[src/hdl/rhc_pkg.sv]
// shared types and constants for the rgb/hsv pixel converter
// no dependencies
package rhc_pkg;

  localparam int unsigned NUM_W = 22;
  localparam int unsigned DEN_W = 14;
  localparam int unsigned QUO_W = 8;
  localparam logic [DEN_W-1:0] CHAN_DEN = 14'd15300;

  typedef enum logic [1:0] {
    MAX_RED   = 2'd0,
    MAX_GREEN = 2'd1,
    MAX_BLUE  = 2'd2
  } max_sel_e;

  typedef struct packed {
    logic       mode;
    logic [7:0] red;
    logic [7:0] green;
    logic [7:0] blue;
    logic [8:0] hue;
    logic [7:0] sat;
    logic [7:0] val;
    logic       neg;
    max_sel_e   max_sel;
    logic       gray;
    logic       black;
  } side_t;

endpackage

[src/hdl/rhc_front.sv]
// front end: channel compare or sector decode, then divider operands
// depends on rhc_pkg
module rhc_front import rhc_pkg::*; (
  input  logic             clk_i,
  input  logic             en_i,
  input  logic             mode_i,
  input  logic [7:0]       red_i,
  input  logic [7:0]       green_i,
  input  logic [7:0]       blue_i,
  input  logic [8:0]       hue_i,
  input  logic [7:0]       sat_i,
  input  logic [7:0]       val_i,
  output logic [NUM_W-1:0] num_o [3],
  output logic [DEN_W-1:0] den_o [3],
  output side_t            side_o
);

  side_t       side1_d, side1_q;
  logic [7:0]  delta_d, delta_q;
  logic [7:0]  adiff_d, adiff_q;
  logic [15:0] vs_d, vs_q;
  logic [5:0]  kr_d, kr_q, kg_d, kg_q, kb_d, kb_q;
  logic [NUM_W-1:0] num_d [3];
  logic [DEN_W-1:0] den_d [3];

  logic [7:0] mx, mn;
  logic [8:0] hc;
  logic [2:0] sector;
  logic [5:0] f, kx;
  logic [8:0] sdiff;

  always_comb begin
    mx = red_i;
    mn = red_i;
    if (green_i > mx) mx = green_i;
    if (blue_i > mx) mx = blue_i;
    if (green_i < mn) mn = green_i;
    if (blue_i < mn) mn = blue_i;
    delta_d = mx - mn;

    side1_d = '0;
    side1_d.mode  = mode_i;
    side1_d.red   = red_i;
    side1_d.green = green_i;
    side1_d.blue  = blue_i;
    side1_d.sat   = sat_i;
    side1_d.gray  = (delta_d == 8'd0);
    side1_d.black = (mx == 8'd0);

    if (mx == red_i) begin
      side1_d.max_sel = MAX_RED;
      sdiff = {1'b0, green_i} - {1'b0, blue_i};
    end else if (mx == green_i) begin
      side1_d.max_sel = MAX_GREEN;
      sdiff = {1'b0, blue_i} - {1'b0, red_i};
    end else begin
      side1_d.max_sel = MAX_BLUE;
      sdiff = {1'b0, red_i} - {1'b0, green_i};
    end
    side1_d.neg = sdiff[8];
    adiff_d = sdiff[8] ? 8'(-sdiff) : sdiff[7:0];

    hc = (hue_i >= 9'd360) ? 9'd0 : hue_i;
    side1_d.hue = mode_i ? hc : 9'd0;
    side1_d.val = mode_i ? val_i : mx;

    if (hc >= 9'd300) sector = 3'd5;
    else if (hc >= 9'd240) sector = 3'd4;
    else if (hc >= 9'd180) sector = 3'd3;
    else if (hc >= 9'd120) sector = 3'd2;
    else if (hc >= 9'd60) sector = 3'd1;
    else sector = 3'd0;
    f = 6'(hc - 9'd60 * {6'd0, sector});
    kx = sector[0] ? 6'd60 - f : f;

    kr_d = 6'd0;
    kg_d = 6'd0;
    kb_d = 6'd0;
    case (sector)
      3'd0: begin kr_d = 6'd60; kg_d = kx;    kb_d = 6'd0;  end
      3'd1: begin kr_d = kx;    kg_d = 6'd60; kb_d = 6'd0;  end
      3'd2: begin kr_d = 6'd0;  kg_d = 6'd60; kb_d = kx;    end
      3'd3: begin kr_d = 6'd0;  kg_d = kx;    kb_d = 6'd60; end
      3'd4: begin kr_d = kx;    kg_d = 6'd0;  kb_d = 6'd60; end
      default: begin kr_d = 6'd60; kg_d = 6'd0; kb_d = kx; end
    endcase
    vs_d = val_i * sat_i;
  end

  always_ff @(posedge clk_i) begin
    if (en_i) begin
      side1_q <= side1_d;
      delta_q <= delta_d;
      adiff_q <= adiff_d;
      vs_q    <= vs_d;
      kr_q    <= kr_d;
      kg_q    <= kg_d;
      kb_q    <= kb_d;
    end
  end

  always_comb begin
    if (side1_q.mode) begin
      num_d[0] = NUM_W'(vs_q) * NUM_W'(6'd60 - kr_q);
      num_d[1] = NUM_W'(vs_q) * NUM_W'(6'd60 - kg_q);
      num_d[2] = NUM_W'(vs_q) * NUM_W'(6'd60 - kb_q);
      den_d[0] = CHAN_DEN;
      den_d[1] = CHAN_DEN;
      den_d[2] = CHAN_DEN;
    end else begin
      num_d[0] = NUM_W'({delta_q, 8'd0}) - NUM_W'(delta_q);
      num_d[1] = NUM_W'({adiff_q, 6'd0}) - NUM_W'({adiff_q, 2'd0});
      num_d[2] = '0;
      den_d[0] = DEN_W'(side1_q.val);
      den_d[1] = DEN_W'(delta_q);
      den_d[2] = DEN_W'(1);
    end
  end

  always_ff @(posedge clk_i) begin
    if (en_i) begin
      side_o <= side1_q;
      num_o  <= num_d;
      den_o  <= den_d;
    end
  end

endmodule

[src/hdl/rhc_div.sv]
// pipelined restoring divider, one quotient bit per stage
// depends on rhc_pkg
module rhc_div import rhc_pkg::*; (
  input  logic             clk_i,
  input  logic             en_i,
  input  logic [NUM_W-1:0] num_i,
  input  logic [DEN_W-1:0] den_i,
  output logic [QUO_W-1:0] quo_o,
  output logic             rem_nz_o
);

  logic [DEN_W-1:0] rem_q [QUO_W+1];
  logic [QUO_W-1:0] low_q [QUO_W+1];
  logic [QUO_W-1:0] quo_q [QUO_W+1];
  logic [DEN_W-1:0] den_q [QUO_W+1];

  assign rem_q[0] = num_i[NUM_W-1:QUO_W];
  assign low_q[0] = num_i[QUO_W-1:0];
  assign quo_q[0] = '0;
  assign den_q[0] = den_i;

  for (genvar i = 0; i < QUO_W; i++) begin : g_stage
    logic [DEN_W:0]   trial;
    logic [DEN_W:0]   diff;
    logic             take;
    assign trial = {rem_q[i], low_q[i][QUO_W-1]};
    assign diff  = trial - {1'b0, den_q[i]};
    assign take  = (trial >= {1'b0, den_q[i]});
    always_ff @(posedge clk_i) begin
      if (en_i) begin
        rem_q[i+1] <= take ? diff[DEN_W-1:0] : trial[DEN_W-1:0];
        low_q[i+1] <= {low_q[i][QUO_W-2:0], 1'b0};
        quo_q[i+1] <= {quo_q[i][QUO_W-2:0], take};
        den_q[i+1] <= den_q[i];
      end
    end
  end

  assign quo_o    = quo_q[QUO_W];
  assign rem_nz_o = (rem_q[QUO_W] != '0);

endmodule

[src/hdl/rgb_hsv_converter.sv]
// rgb to hsv and hsv to rgb pixel converter, top level
// one pixel per cycle sustained while the output accepts results
// two front stages, eight divider stages (one quotient bit each), one output stage
// the pipeline stalls as a whole only while a result waits at the output
// reset clears the valid bits; data registers are not reset
module rgb_hsv_converter import rhc_pkg::*; (
  input  logic        clk_i,
  input  logic        rst_ni,
  input  logic        s_axis_tvalid,
  output logic        s_axis_tready,
  input  logic [55:0] s_axis_tdata,  // in_red, in_green, in_blue, in_hue, in_sat, in_val
  input  logic        s_axis_tuser,  // mode
  output logic        m_axis_tvalid,
  input  logic        m_axis_tready,
  output logic [55:0] m_axis_tdata   // out_red, out_green, out_blue, out_hue, out_sat, out_val
);

  localparam int unsigned DEPTH = 2 + QUO_W + 1;

  logic             en;
  logic [DEPTH-1:0] vld_q;
  logic [NUM_W-1:0] num [3];
  logic [DEN_W-1:0] den [3];
  logic [QUO_W-1:0] quo [3];
  logic [2:0]       rem_nz;
  side_t            side2;
  side_t            side_q [QUO_W];
  logic [55:0]      tdata_d, tdata_q;

  assign en = ~vld_q[DEPTH-1] | m_axis_tready;
  assign s_axis_tready = en;

  always_ff @(posedge clk_i or negedge rst_ni) begin
    if (!rst_ni) begin
      vld_q <= '0;
    end else if (en) begin
      vld_q <= {vld_q[DEPTH-2:0], s_axis_tvalid};
    end
  end

  rhc_front u_front (
    .clk_i    (clk_i),
    .en_i     (en),
    .mode_i   (s_axis_tuser),
    .red_i    (s_axis_tdata[7:0]),
    .green_i  (s_axis_tdata[15:8]),
    .blue_i   (s_axis_tdata[23:16]),
    .hue_i    (s_axis_tdata[32:24]),
    .sat_i    (s_axis_tdata[40:33]),
    .val_i    (s_axis_tdata[48:41]),
    .num_o    (num),
    .den_o    (den),
    .side_o   (side2)
  );

  for (genvar l = 0; l < 3; l++) begin : g_lane
    rhc_div u_div (
      .clk_i    (clk_i),
      .en_i     (en),
      .num_i    (num[l]),
      .den_i    (den[l]),
      .quo_o    (quo[l]),
      .rem_nz_o (rem_nz[l])
    );
  end

  always_ff @(posedge clk_i) begin
    if (en) begin
      side_q[0] <= side2;
      for (int i = 1; i < QUO_W; i++) begin
        side_q[i] <= side_q[i-1];
      end
    end
  end

  side_t       sd;
  logic [7:0]  ch [3];
  logic [8:0]  hq;
  logic [9:0]  hoff;
  logic [9:0]  hsum;
  logic [8:0]  hue_out;
  logic [7:0]  sat_out;

  always_comb begin
    sd = side_q[QUO_W-1];
    for (int l = 0; l < 3; l++) begin
      ch[l] = sd.val - (quo[l] + {7'd0, rem_nz[l]});
    end
    hq = {1'b0, quo[1]} + ((sd.neg && rem_nz[1]) ? 9'd1 : 9'd0);
    case (sd.max_sel)
      MAX_GREEN: hoff = 10'd120;
      MAX_BLUE:  hoff = 10'd240;
      default:   hoff = 10'd0;
    endcase
    hsum = sd.neg ? hoff - {1'b0, hq} : hoff + {1'b0, hq};
    if (hsum[9]) hsum = hsum + 10'd360;
    hue_out = sd.gray ? 9'd0 : hsum[8:0];
    sat_out = sd.black ? 8'd0 : quo[0];
    if (sd.mode) begin
      tdata_d = {7'd0, sd.val, sd.sat, sd.hue, ch[2], ch[1], ch[0]};
    end else begin
      tdata_d = {7'd0, sd.val, sat_out, hue_out, sd.blue, sd.green, sd.red};
    end
  end

  always_ff @(posedge clk_i) begin
    if (en) begin
      tdata_q <= tdata_d;
    end
  end

  assign m_axis_tvalid = vld_q[DEPTH-1];
  assign m_axis_tdata  = tdata_q;

endmodule

[config.mk]
export PLATFORM = sky130hd
export DESIGN_NAME = rgb_hsv_converter
export DESIGN_NICKNAME = d
export VERILOG_FILES = /design/src/hdl/rhc_pkg.sv /design/src/hdl/rhc_front.sv /design/src/hdl/rhc_div.sv /design/src/hdl/rgb_hsv_converter.sv
export SDC_FILE = /design/constraint.sdc
export NUM_CORES = 2
export LEC_CHECK = 0
export ABC_AREA = 1
export BUFFER_PORTS_ARGS = -buffer_cell sky130_fd_sc_hd__buf_4
export CAP_MARGIN = 20
export CORE_ASPECT_RATIO = 1.75
export CORE_MARGIN = 1.5
export CORE_UTILIZATION = 50
export DETAILED_ROUTE_END_ITERATION = 8
export PLACE_DENSITY = 0.65
export SETUP_SLACK_MARGIN = 0.05
export SLEW_MARGIN = 15
export SYNTH_ARGS = -nofsm -noshare
export SYNTH_HDL_FRONTEND = slang
export SYNTH_SLANG_ARGS = --single-unit
[constraint.sdc]
create_clock -name clk_i -period 51.3 [get_ports clk_i]
set_input_delay 0 -clock clk_i [delete_from_list [all_inputs] [get_ports clk_i]]
set_output_delay 0 -clock clk_i [all_outputs]
set_load 0.03 [all_outputs]
-- Yosys cells after proc, flatten, opt, wreduce, memory -nomap -nowiden
Memory sizes are Yosys's and may differ from the RTL's.
Index checks and enable logic that the tools add are counted.
- flip-flop bits (word level): 1150
- bits in writable memories: 440
- input port bits: 61
- output and inout bits: 58
- logic and storage cells: 291
- memories: 1
- memory list (name ; words ; width ; read ports ; clocked after Yosys merged registers in ; wr ports ; RTL line ; source):
    side_q ; 8 ; 55 ; 8 ; 0 ; 8 ; rgb_hsv_converter.sv:27 ; side_t side_q [QUO_W];
- add/subtract/negate cells: 46
- multipliers: 5
- $lt $le $gt $ge: 34
- equal/unequal tests: 8
- muxes and demuxes: 54
- bitwise logic cells: 2
- reduce and logical (&&, ||, !) cells: 13
- operators with widths (kind ; number):
    $ge A15 B14 Y1 ; 24
    $mux W14 ; 24
    $sub A14 B14 Y14 ; 24
    $mul A16 B22 Y22 ; 3
    $mux W66 ; 1
    $mux W8 ; 7
    $mux W9 ; 5
    $mux W42 ; 1
    $reduce_bool A14 Y1 ; 3
    $mux W41 ; 1
    $pmux W6 S2 ; 3
    $sub A8 B8 Y8 ; 4
    $sub A8 B8 Y9 ; 3
    $add A8 B1 Y8 ; 3
    $sub A6 B6 Y7 const A ; 3
    $ge A9 B8 Y1 const B ; 2
    $ge A9 B9 Y1 const B ; 2
    $sub A16 B8 Y17 ; 1
    $eq A8 B8 Y1 ; 2
    $gt A8 B8 Y1 ; 2
    $logic_not A8 Y1 ; 2
    $lt A8 B8 Y1 ; 2
    $mul A8 B8 Y16 ; 1
    $pmux W8 S2 ; 1
    26 further kinds ; 38

-- Logic depth before layout (Yosys ltp)
- depth in word-level cells: 13
- gate-level depth with buffers: 40

-- Hierarchy
Synthesis repeated with hierarchy kept, for this count alone.
- cell total of the unflattened synthesis: 10178
- area, all modules: 96408.7 µm²
- by module, submodules not included (module ; times used ; cells each ; area an instance (µm²) ; seq. area each (µm²)):
    rhc_div ; 3 ; 2071 ; 17809.6 ; 8227.9
    rhc_front ; 1 ; 2947 ; 25067.8 ; 7297.0
    rgb_hsv_converter ; 1 ; 1018 ; 17912.2 ; 14959.3

-- Least setup slack after synthesis
Ideal clock, no wire load.
- kind: register to register
- start: register vld_q[10]
- end: register vld_q[2]
- library setup time: 1589 ps
- data arrival time: 39398 ps
- slack: 10313 ps
- stages on the path, launching flop included: 4
- cells stage by stage: dfrtp_1 > nand2_1 > clkbuf_1 > a21oi_1
- word-level cells in the longest chain between the ends: 2
- RTL lines (item ; RTL line ; source):
    from (decl) ; rgb_hsv_converter.sv:21 ; logic [DEPTH-1:0] vld_q;
    from (signal assigned) ; rgb_hsv_converter.sv:37 ; vld_q <= {vld_q[DEPTH-2:0], s_axis_tvalid};
    $not A1 Y1 ; rgb_hsv_converter.sv:30 ; assign en = ~vld_q[DEPTH-1] | m_axis_tready;
    $or A1 B1 Y1 ; rgb_hsv_converter.sv:30 ;
    via s_axis_tready ; rgb_hsv_converter.sv:10 ; output logic s_axis_tready,
The timed path passes the listed nets, and every way through them passes these cells.
A chain may end at the register's enable or synchronous reset.

-- Worst setup path in the final report
- start: register u_front.kb_q[0]
- end: register, netlist name u_front.num_o[21]
- word-level cells in the longest chain between the ends: 2
- RTL lines (item ; RTL line ; source):
    from (decl) ; rhc_front.sv:22 ; logic [5:0] kr_d, kr_q, kg_d, kg_q, kb_d, kb_q;
    from (signal assigned) ; rhc_front.sv:98 ; kb_q <= kb_d;
    $sub A6 B6 Y7 ; rhc_front.sv:106 ; num_d[2] = NUM_W'(vs_q) * NUM_W'(6'd60 - kb_q);
    $mul A16 B22 Y22 ; rhc_front.sv:106 ;
No other way between the ends.

==> results.yml <==
logic_synthesis:
  ys_async_sr_fraction: 0.007914
  ys_seq_area_frac: 0.5045
  fraction_of_post_synthesis_cell_area_in_the_top_cell_type_by_area: 0.5012
  syn_area_cell_sq_um: 10.85
  netlist_area_sq_mm: 0.08263
  number_of_synthesized_flops_with_an_enable_pin: 1379
  synthesis.instances: 7616
  synthDistinctLibCells: 66
  yosysWarningCount: 0
  netlist_top_cells_area: "sky130_fd_sc_hd__edfxtp_1 50%, sky130_fd_sc_hd__fa_1 11%, sky130_fd_sc_hd__ha_1 9.1%"
  ys.flop_type: "sky130_fd_sc_hd__edfxtp_1"
  synth.ff_latch_count: 1390
  post-synth-top-area-cell: "sky130_fd_sc_hd__edfxtp_1"
floorplanning:
  fp.dieH_um: 540.8
  row_cnt: 197
  die_width_um: 310.3
  core_region_area_sq_mm: 0.1644
  design.portCount: 119
  start_util: 0.5026
  fp.dieArea_sq_mm: 0.1678
global_routing:
  grt_overflow_total: 0
  grt_start_max_net_pins: 90
  vias_in_the_first_global_route: 54041
  grt_first_pass_wirelength_um: 272500
  globalRouteTotalUtil: 0.2076
  antenna_found_initial: 2
worst_setup_path:
  worst_setup_startpoint: "u_front.kb_q[0]$_DFFE_PP_"
  worst-path-max-fanout: 16
  crit_type: "flop to flop"
  worst-r2r-cell-count: 27
  regToRegStartpoint: "u_front.kb_q[0]$_DFFE_PP_"
  worstPathRequired_ns: 51.76
  crit_path_end_kind: "flop"
  start_kind: "flop"
  r2r_slack_ns: 42.73
  reg2reg_to: "u_front.num_o[21]$_SDFFCE_PN0P_"
  timing.critical_path.arrival_ns: 9.03
min_path:
  hp-start: "s_axis_tdata[34]"
  hold-path-endpoint: "u_front.side1_q[14]$_DFFE_PP_"
  min_path_cells: 2
  min-delay-path-class: "primary input to flop"
final_layout:
  most_frequent_cells_in_the_layout: "1379 x sky130_fd_sc_hd__edfxtp_1, 1361 x sky130_fd_sc_hd__inv_1, 1058 x sky130_fd_sc_hd__nand2_1"
  layout.area.seq_sq_mm: 0.04169
  finalInstanceArea_sq_mm: 0.09069
  flow.area_growth_from_synthesis_pct: 9.758
  area_taken_by_multi_input_logic_gates_sq_mm: 0.03516
  layout.nets: 8952
  fraction_of_layout_instances_using_a_drive_strength_above_1: 0.05581
  mostFrequentLayoutCell: "sky130_fd_sc_hd__edfxtp_1"
  num-fill-cells: 13887
routing:
  drt_pre_antenna_iters: 5
  route.layer.met1.wl_um: 59570
  highest_layer: "met4"
  dr_wl_met3_um: 5119
  drt-initial-drc-count: 2437
  route.detailed.drc: 0
  vias: 51667
  drtAntennaViolNets: 0
  route.detailed.vias_per_inst: 5.102
  wirelength_um: 169500
  met2RoutedLength_um: 92380
  wire_per_inst_um: 16.74
sta:
  fin_hold_ws_ns: 0.06798
  headroom_to_the_max_slew_limit: 0.2062
  grt_setup_unrepaired: "no"
  fmax_ghz: 0.1166
  layout_min_cycle_time_ns: 8.575
  worst_slack_ns: 42.73
  finalHoldViolCount: 0
  setup_viol_count_final: 0
  report.final.slew_viol_count: 0
  worst_pin_slew_ns: 1.178
  final.setup.tns_ns: 0
  fin_worst_skew_ns: 0.07359
  fin_crit_sh: 0.1671
cts:
  tritoncts.num_buffers: 118
  cts_setup_buffers: 0
  cts_num_sinks: 1390
  cts_max_level: 3
  cts_root_buf: "sky130_fd_sc_hd__clkbuf_16"
  clock_input_transition_at_the_sequential_cells_of_the_worst_setup_and_hold_paths_ns: 0.08
  tritoncts: "done"
  clock_path_buffers: 3
  clk_latency_ns: 0.78
placed_design:
  gp_congestion: 0.9214
  detailed_place_hpwl_um: 133000
  dp_worst_setup_slack_ns: 42.76
  port-buffer-count: 104
  post_dp_cell_area_sq_mm: 0.08595
flow_run:
  timing.max_cap.violations: 0
outcome:
  status: "complete, no violations"
worst max path at each step:
| stage | cells after the start | end |
|---|---|---|
| finish | 27 | u_front.num_o[21]$_SDFFCE_PN0P_ |
| floorplan | 3 | vld_q[2]$_DFFE_PN0P_ |
| CTS | 27 | u_front.num_o[21]$_SDFFCE_PN0P_ |
| detailed placement | 27 | u_front.num_o[21]$_SDFFCE_PN0P_ |
| global route | 27 | u_front.num_o[21]$_SDFFCE_PN0P_ |
| global placement | 27 | u_front.num_o[21]$_SDFFCE_PN0P_ |
cells by family after synthesis:
group           share of synthesized area
compound gates                    0.07111
xor+xnor                          0.04461
mux                             0.0002726
buf+inv                           0.07061
fa+ha+maj                          0.2012
flops                              0.5045
other cells                    0.00004539
simple gates                       0.1077
synth_stat cells (44+ instances only):
cell,n
sky130_fd_sc_hd__nor3_1,44
sky130_fd_sc_hd__xnor2_1,179
sky130_fd_sc_hd__clkbuf_1,96
sky130_fd_sc_hd__xor2_1,240
sky130_fd_sc_hd__ha_1,602
sky130_fd_sc_hd__edfxtp_1,1379
sky130_fd_sc_hd__inv_1,1361
sky130_fd_sc_hd__nand2_1,1059
sky130_fd_sc_hd__nor2_1,665
sky130_fd_sc_hd__fa_1,454
sky130_fd_sc_hd__a21oi_1,632
sky130_fd_sc_hd__o21ai_0,293
sky130_fd_sc_hd__nand3_1,191
area by class of cell:
type	count	area share
multi-input cells	4712	0.3877
diodes	1	0.00002759
well taps	2189	0.03020
flip-flops and latches	1390	0.4597
clock inverters	83	0.009713
repair buffers	242	0.02232
clock buffers	139	0.03366
inverters	1371	0.05675
repair_timing:
item                                   4_1_cts  5_1_grt
endpoints found under the hold margin       85        0
hold buffers                                80        0
gates resized for setup                      0        0
routing by layer:
layer / GRT usage / vias to the layer above
met4: 0.1354 / 0
li1: - / 25578
met2: 0.3998 / 1030
met3: 0.02379 / 475
met5: 0 / -
met1: 0.2051 / 24584
stage by stage:
step / util / std cells
floorplan: - / 7622
global placement: 0.5227 / 9823
detailed placement: 0.5228 / 9824
CTS: 0.5516 / 10126
global route: 0.5516 / 10127
finish: 0.5516 / 10127
sequential cells by signal, summed over array words and instances (netlist names), 8 cells and up:
| name | cells |
|---|---|
| m_axis_tdata | 49 |
| u_front.num_o | 66 |
| u_front.delta_q | 8 |
| g_lane.u_div.low_q | 63 |
| g_lane.u_div.rem_q | 42 |
| u_front.side_o | 54 |
| u_front.adiff_q | 8 |
| u_front.side1_q | 55 |
| g_lane.u_div.quo_o | 24 |
| side_q | 439 |
| g_lane.u_div.quo_q | 84 |
| u_front.den_o | 18 |
| vld_q | 11 |
| g_lane.u_div.g_stage.trial | 315 |
| g_lane.u_div.den_q | 120 |
| u_front.vs_q | 16 |
worst max-delay path: stages, from the launching register on:
cell	delay [ns]
sky130_fd_sc_hd__edfxtp_1	0.83
sky130_fd_sc_hd__inv_1	0.25
sky130_fd_sc_hd__ha_1	0.30
sky130_fd_sc_hd__nor2_1	0.15
sky130_fd_sc_hd__inv_1	0.07
sky130_fd_sc_hd__nor3_1	0.35
sky130_fd_sc_hd__inv_1	0.34
sky130_fd_sc_hd__nor2_1	0.29
sky130_fd_sc_hd__inv_1	0.12
sky130_fd_sc_hd__fa_1	0.67
sky130_fd_sc_hd__inv_1	0.14
sky130_fd_sc_hd__fa_1	0.98
sky130_fd_sc_hd__fa_1	0.53
sky130_fd_sc_hd__fa_1	0.47
sky130_fd_sc_hd__fa_1	0.55
sky130_fd_sc_hd__inv_1	0.06
sky130_fd_sc_hd__fa_1	0.53
sky130_fd_sc_hd__inv_1	0.04
sky130_fd_sc_hd__ha_1	0.36
sky130_fd_sc_hd__a21oi_1	0.27
sky130_fd_sc_hd__o21ai_0	0.14
sky130_fd_sc_hd__a21oi_1	0.18
sky130_fd_sc_hd__a21oi_1	0.11
sky130_fd_sc_hd__o21a_1	0.20
sky130_fd_sc_hd__nor2_1	0.13
sky130_fd_sc_hd__nand3_1	0.08
sky130_fd_sc_hd__nand2_1	0.06
sky130_fd_sc_hd__nor2_1	0.07
Power is not shown: default switching activity piles up to over one toggle a cycle in this logic, so the estimate is an artifact.
